==> src/rtl/core/afbd_pkg.sv <==
// ----------------------------------------------------------------------------
// afbd_pkg
// Shared types and constants of the aspect-fit bilinear downscaler.
// ----------------------------------------------------------------------------
package afbd_pkg;

   localparam int DEF_MAX_LINE_PIXELS    = 8192;
   localparam int DEF_STEP_FRACTION_BITS = 16;

   // sizes and counters, wide enough to hold the largest line length itself
   localparam int SIZE_W      = 15;
   localparam int CFG_W       = 14;
   localparam int CSR_IDX_W   = 8;
   localparam int QUEUE_DEPTH = 4;

   localparam logic [CSR_IDX_W-1:0] REG_SOURCE_WIDTH  = CSR_IDX_W'(0);
   localparam logic [CSR_IDX_W-1:0] REG_SOURCE_HEIGHT = CSR_IDX_W'(1);
   localparam logic [CSR_IDX_W-1:0] REG_TARGET_WIDTH  = CSR_IDX_W'(2);
   localparam logic [CSR_IDX_W-1:0] REG_TARGET_HEIGHT = CSR_IDX_W'(3);

   typedef enum logic [3:0] {
      FIT_START,
      FIT_MUL,
      FIT_CMP,
      FIT_SZ_GO,
      FIT_SZ_WAIT,
      FIT_X_GO,
      FIT_X_WAIT,
      FIT_Y_GO,
      FIT_Y_WAIT,
      FIT_DONE
   } fit_state_type;

   // frame geometry handed from the fit sequencer to the front end
   typedef struct packed {
      logic              valid;
      logic              bypass;
      logic [SIZE_W-1:0] src_w;
      logic [SIZE_W-1:0] src_h;
      logic [SIZE_W-1:0] fit_w;
      logic [SIZE_W-1:0] fit_h;
   } fit_type;

   // one queued word: four neighbours, weights and output position
   typedef struct packed {
      logic [31:0] p00;
      logic [31:0] p10;
      logic [31:0] p01;
      logic [31:0] p11;
      logic [7:0]  wx;
      logic [7:0]  wy;
      logic        bypass;
      logic [12:0] col;
      logic [12:0] row;
      logic        last_row;
      logic        last_frame;
   } word_type;

endpackage

==> src/rtl/core/afbd_ifs.sv <==


interface afbd_rsp_if;
   logic        valid;
   logic        ready;
   logic [31:0] out_pixel_bgra;
   logic [12:0] out_col;
   logic [12:0] out_row;
   logic        last_in_row;
   logic        last_in_frame;
   modport source (output valid, output out_pixel_bgra, output out_col, output out_row,
                   output last_in_row, output last_in_frame, input ready);
   modport sink   (input valid, input out_pixel_bgra, input out_col, input out_row,
                   input last_in_row, input last_in_frame, output ready);
endinterface


==> src/rtl/core/afbd_back.sv <==
// ----------------------------------------------------------------------------
// afbd_back
// Two-stage bilinear blend: horizontal pass, then vertical pass into the output register.
// ----------------------------------------------------------------------------
module afbd_back import afbd_pkg::*; (
   input  logic           clock,
   input  logic           reset,
   input  word_type       head,
   input  logic           empty,
   output logic           pop,
   afbd_rsp_if.source     rsp
);

   logic        s1_valid_ff, out_valid_ff;
   logic        en1, en2;
   logic [15:0] top_in [4];
   logic [15:0] bot_in [4];
   logic [15:0] top_ff [4];
   logic [15:0] bot_ff [4];
   logic [7:0]  wy_ff;
   word_type    s1_ff;
   logic [31:0] blend;
   logic [23:0] acc [4];
   logic [8:0]  iwx, iwy;

   assign en2 = !out_valid_ff || rsp.ready;
   assign en1 = !s1_valid_ff || en2;
   assign pop = en1 && !empty;

   // full weight sum is 65536, so the shifted result never exceeds 255
   always_comb begin
      iwx = 9'd256 - {1'b0, head.wx};
      iwy = 9'd256 - {1'b0, wy_ff};
      for (int c = 0; c < 4; c++) begin
         top_in[c] = 16'(head.p00[c*8 +: 8]) * 16'(iwx) + 16'(head.p10[c*8 +: 8]) * 16'(head.wx);
         bot_in[c] = 16'(head.p01[c*8 +: 8]) * 16'(iwx) + 16'(head.p11[c*8 +: 8]) * 16'(head.wx);
         acc[c]    = 24'(top_ff[c]) * 24'(iwy) + 24'(bot_ff[c]) * 24'(wy_ff);
         blend[c*8 +: 8] = acc[c][23:16];
      end
   end

   always_ff @(posedge clock) begin
      if (reset) begin
         s1_valid_ff  <= 1'b0;
         out_valid_ff <= 1'b0;
      end else begin
         if (en1) s1_valid_ff  <= !empty;
         if (en2) out_valid_ff <= s1_valid_ff;
      end
   end

   always_ff @(posedge clock) begin
      if (en1) begin
         s1_ff  <= head;
         wy_ff  <= head.wy;
         top_ff <= top_in;
         bot_ff <= bot_in;
      end
      if (en2) begin
         rsp.out_pixel_bgra <= s1_ff.bypass ? s1_ff.p11 : blend;
         rsp.out_col        <= s1_ff.col;
         rsp.out_row        <= s1_ff.row;
         rsp.last_in_row    <= s1_ff.last_row;
         rsp.last_in_frame  <= s1_ff.last_frame;
      end
   end

   assign rsp.valid = out_valid_ff;

endmodule

==> src/flat_wrapper.sv <==
// flat-port wrapper written by rule: the top's interface ports become plain ports
module afbd_back_flat import afbd_pkg::*;
  (clock, reset, head, empty, pop, rsp_valid, rsp_out_pixel_bgra, rsp_out_col, rsp_out_row, rsp_last_in_row, rsp_last_in_frame, rsp_ready);
  afbd_rsp_if rsp_i ();
  input  logic clock;
  input  logic reset;
  input  word_type head;
  input  logic empty;
  output logic pop;
  output wire logic [$bits(rsp_i.valid)-1:0] rsp_valid;
  output wire logic [$bits(rsp_i.out_pixel_bgra)-1:0] rsp_out_pixel_bgra;
  output wire logic [$bits(rsp_i.out_col)-1:0] rsp_out_col;
  output wire logic [$bits(rsp_i.out_row)-1:0] rsp_out_row;
  output wire logic [$bits(rsp_i.last_in_row)-1:0] rsp_last_in_row;
  output wire logic [$bits(rsp_i.last_in_frame)-1:0] rsp_last_in_frame;
  input wire logic [$bits(rsp_i.ready)-1:0] rsp_ready;
  assign rsp_valid = rsp_i.valid;
  assign rsp_out_pixel_bgra = rsp_i.out_pixel_bgra;
  assign rsp_out_col = rsp_i.out_col;
  assign rsp_out_row = rsp_i.out_row;
  assign rsp_last_in_row = rsp_i.last_in_row;
  assign rsp_last_in_frame = rsp_i.last_in_frame;
  assign rsp_i.ready = rsp_ready;
  afbd_back u_core (.clock(clock), .reset(reset), .head(head), .empty(empty), .pop(pop), .rsp(rsp_i));
endmodule
==> config.mk <==
export PLATFORM = sky130hd
export DESIGN_NAME = afbd_back_flat
export DESIGN_NICKNAME = d
export VERILOG_FILES = /design/src/rtl/core/afbd_pkg.sv /design/src/rtl/core/afbd_ifs.sv /design/src/rtl/core/afbd_back.sv /design/src/flat_wrapper.sv
export SDC_FILE = /design/constraint.sdc
export NUM_CORES = 2
export LEC_CHECK = 0
export ABC_AREA = 1
export BUFFER_PORTS_ARGS = -buffer_cell sky130_fd_sc_hd__buf_4
export CAP_MARGIN = 20
export CORE_MARGIN = 5
export CORE_UTILIZATION = 55
export CTS_BUF_LIST = sky130_fd_sc_hd__clkbuf_8 sky130_fd_sc_hd__clkbuf_16
export DETAILED_ROUTE_END_ITERATION = 8
export PLACE_DENSITY = 0.72
export SLEW_MARGIN = 10
export SYNTH_ARGS = -nofsm -noshare
export SYNTH_HDL_FRONTEND = slang
export SYNTH_SLANG_ARGS = --single-unit
==> constraint.sdc <==
create_clock -name clock -period 12.7 [get_ports clock]
set_clock_uncertainty 0.1 [all_clocks]
set_input_delay 2.54 -clock clock [delete_from_list [all_inputs] [get_ports clock]]
set_output_delay 2.54 -clock clock [all_outputs]
set_load 0.1 [all_outputs]
# Yosys cells after proc, flatten, opt, wreduce, memory -nomap -nowiden
# Index checks and enable logic that the tools add are counted.
[word_totals] ff_bits=259 out_inout_bits=62 word_cells=67 inputBits=177
[op_classes] n_reduce_logical=6 muxes=1 add_sub_neg=14 n_mul=24
[op_table] operator="adder 16 bit" count=8
[op_table] operator="multiplier 8 x 8 -> 16 bit" count=8
[op_table] operator="multiplier 8 x 9 -> 16 bit" count=8
[op_table] operator="adder 24 bit" count=4
[op_table] operator="multiplier 16 x 8 -> 24 bit" count=4
[op_table] operator="multiplier 16 x 9 -> 24 bit" count=4
[op_table] operator="two-way mux 32 bit" count=1
[op_table] operator="subtractor 9 x 8 -> 9 bit (first input constant)" count=2
[op_table] operator="zero test 1 bit" count=3
[op_table] operator="logical OR 1 bit" count=2
[op_table] operator="logical AND 1 bit" count=1

# Depth between registers and ports, before layout
[logic_depth] depth_word=4 depth_mapped=35 mapped_depth_nobuf=31

# Least setup slack after synthesis
# No wires, ideal clock.
[synth_timing] path_kind="input to output" start="input port rsp_ready" end="output port pop" path_stages=4 n_path_buf=0 required_ps=10060 arrival_ps=8465 slack_ps=1595 path_cell_list="inv_1 -> nand3_1 -> nand2_1 -> inv_1"
[synth_via] elab_chain_cells=3
[synth_rtl] element="start, declared" line_no="flat_wrapper.sv:16" source="input wire logic [$bits(rsp_i.ready)-1:0] rsp_ready;"
[synth_rtl] element="logical OR 1 bit" line_no="afbd_back.sv:26" source="assign en2 = !out_valid_ff || rsp.ready;"
[synth_rtl] element="logical OR 1 bit" line_no="afbd_back.sv:27" source="assign en1 = !s1_valid_ff || en2;"
[synth_rtl] element="logical AND 1 bit" line_no="afbd_back.sv:28" source="assign pop = en1 && !empty;"
[synth_rtl] element="end, declared" line_no="flat_wrapper.sv:9" source="output logic pop;"
# No other way between the ends.

==> flow_metrics.tcl <==
set metrics [dict create \
    status "complete, no violations" \
    grt_pass1_wl_microns 365000 \
    vias 62757 \
    whs_endpoint "u_core.rsp.out_row[2]$_DFFE_PP_" \
    io_buffer_count 238 \
    clk_pin_slew_worst_paths_ps 60 \
    end_kind "register" \
    path_class "input pin to register" \
    start_util_pct 55.14 \
    syn_to_final_growth_pct 5.086 \
    regToRegEndpoint "u_core.rsp.out_pixel_bgra[27]$_DFFE_PP_" \
    drv_slew 0 \
    post_cts_buffers 0 \
    rsz0062_at_grt "false" \
    initialDrtViolationCount 5221 \
    hp-start "u_core.s1_ff[4]$_DFFE_PN_" \
    drive_gt1_share_pct 3.608 \
    top_layer_used "met5" \
    synth_warnings 0 \
    finalSetupViolCount 0 \
    cts_tree "done" \
    cts-root-buf "clkbuf_16" \
    synth.avg_cell_area_sq_um 8.012 \
    ys_ff_latch 259 \
    core-area_sq_um 147100 \
    tightest_slew_ps 1245 \
    grt.overflow.total 0 \
    via_per_inst 5.217 \
    worstPathArrival_ps 9860 \
    drc 0 \
    min_delay_path_depth 0 \
    cp.required_ps 12950 \
    grt_pass1_vias 66277 \
    start_kind "input pin" \
    synth_top_area_share_pct 41.65 \
    maxSlewHeadroom_pct 17.03 \
    dieArea_sq_um 155300 \
    cts.repair.resized 0 \
    clock_sinks 259 \
    fmax_mhz 104.1 \
    ys_seq_area_share_pct 9.561 \
    grt.total_usage_pct 30.04 \
    die_w_microns 394.1 \
    rrSetupSlack_ps 3330 \
    chipHeight_microns 394.1 \
    ys_types 44 \
    wl_met2_microns 102500 \
    cp_max_fo 34 \
    synth_area_leaders "fa_1, inv_1, ha_1, nand2_1, edfxtp_1" \
    final.min_clock_period_ps 9604 \
    antenna_left 0 \
    finalNetCount 12727 \
    clock_path_buffers 3 \
    r2r_cells 26 \
    maxCapViolations 0 \
    num_io_pins 239 \
    cts_hold_buf 0 \
    firstDrtPassIters 6 \
    cts_made_buffers 35 \
    dp_hpwl_microns 186400 \
    detail_route.wirelength_microns 229200 \
    synth_top_cell_by_area "fa_1" \
    hold_class "register to register" \
    finalCritPeriodShare_pct 75.63 \
    fill_cells 13347 \
    wl_met3_microns 23990 \
    syn_nets 12790 \
    post-place-ws_ps 2530 \
    setup_tns_ps 0 \
    htreeDepth 2 \
    num_rows 141 \
    syn_area_sq_um 81140 \
    wl_met1_microns 92150 \
    postLayoutSetupSlackWorst_ps 3096 \
    clk_latency_ps 620 \
    detail_route.wl_per_cell_microns 19.05 \
    reg2reg_from "u_core.wy_ff[4]$_DFFE_PN_" \
    synthCells 10127 \
    gp_congestion 0.9681 \
    finalHoldViolCount 0 \
    antenna_found_initial 22 \
    grt_max_degree 146 \
]
## routing by layer
layer,track usage (%),vias to the layer above
met5,0,-
met2,47.72,2944
met3,5.788,554
met1,41.29,30864
met4,11.20,10
li1,-,28385
## synthesized netlist by cell type, drive strengths merged
cell	number
inv	3274
nand2	2441
fa	1688
ha	798
nor2	572
clkbuf	311
edfxtp	257
a21oi	186
nand3	154
o21ai	97
xor2	86
buf	70
xnor2	52
nand4	40
nand3b	20
o21bai	15
nor3	14
a21o	10
a21boi	6
clkinv	6
or2	5
a211oi	4
o21a	4
and2	3
nor3b	3
o211ai	3
a31oi	2
dfxtp	2
a31o	1
nor4	1
o2111ai	1
o31ai	1
## cells by family after synthesis
logic type	count (synthesis)	synth area share (%)
AOI/OAI and AO/OA	330	2.185
buffers and inverters	3661	17.23
adders and majority gates	2486	53.96
and+or+nand+nor	3253	15.58
xor gates and xnor gates	138	1.490
DFF	259	9.561
## cell type report
cell class	count	area, sq um	area share, %
flip-flops and latches	259	7757	9.098
clock buffers	36	889.6	1.043
multi-input cells	6207	59470	69.74
diodes	11	27.53	0.03228
inverters	3280	12310	14.44
clock inverters	26	270.3	0.3170
well taps	1930	2415	2.832
repair buffers	281	2122	2.489
## worst max path at each step
stage / startpoint / cells past startpoint / slack, ps / endpoint
6_report: head[39] / 25 / 3100 / u_core.top_ff[29]$_DFFE_PN_
5_1_grt: head[39] / 26 / 2850 / u_core.bot_ff[31]$_DFFE_PN_
4_1_cts: head[39] / 25 / 3190 / u_core.top_ff[29]$_DFFE_PN_
3_5_place_dp: head[39] / 25 / 2530 / u_core.top_ff[29]$_DFFE_PN_
3_3_place_gp: head[39] / 26 / 2700 / u_core.bot_ff[29]$_DFFE_PN_
2_1_floorplan: rsp_ready / 4 / 1600 / pop
## worst max-delay path: stages
cell     delay (ps)
buf_4           260
nor3_1          240
inv_1            80
or2_1           260
o21ai_1         180
nand2_2         380
inv_2           780
buf_4           450
nand2_1         140
fa_1            540
fa_1            540
inv_1            50
fa_1            500
fa_1            550
inv_1            50
fa_1            450
fa_1            490
inv_1            40
ha_1            340
a21o_1          230
nand2_1          60
nand3_1         110
a21oi_1         230
o21ai_0         130
xor2_1          170
## layout by cell type, fill, tap and decap left out, drive strengths merged, types with 4 or more instances in the layout
master  netlist  layout
a21boi        6       6
xnor2        52      52
o21a          4       4
nor2        572     572
nand2      2441    2441
a21o         10      10
or2           5       5
clkinv        6      12
nand4        40      40
a21oi       186     186
o21ai        97      97
buf          70     281
nand3       154     154
ha          798     798
inv        3274    3289
o21bai       15      15
clkbuf      311      36
fa         1688    1688
diode         0      11
nor3         14      14
nand3b       20      20
edfxtp      257     257
xor2         86      86
a211oi        4       4
## per-stage QoR
stage / hold slack, ps / util [%] / cells / area, sq um
floorplan: 300.3 / - / 10127 / 81140
global placement: 300.5 / 57.14 / 11957 / 84070
detailed placement: 304.5 / 57.14 / 11957 / 84070
CTS: 317.6 / 57.93 / 12019 / 85230
global route: 324.3 / 57.94 / 12024 / 85250
finish: 317.0 / 57.95 / 12030 / 85260
## registers in the layout, summed over array words and instances (netlist names), 8 cells and up
signal / cells
u_core.bot_ff: 64
u_core.top_ff: 64
u_core.s1_ff: 61
u_core.rsp.out_pixel_bgra: 32
u_core.rsp.out_col: 13
u_core.rsp.out_row: 13
u_core.wy_ff: 8
Power is left out: the tool's default activity adds up to more than one toggle a clock period on the data nets, which glitch-free logic cannot reach.
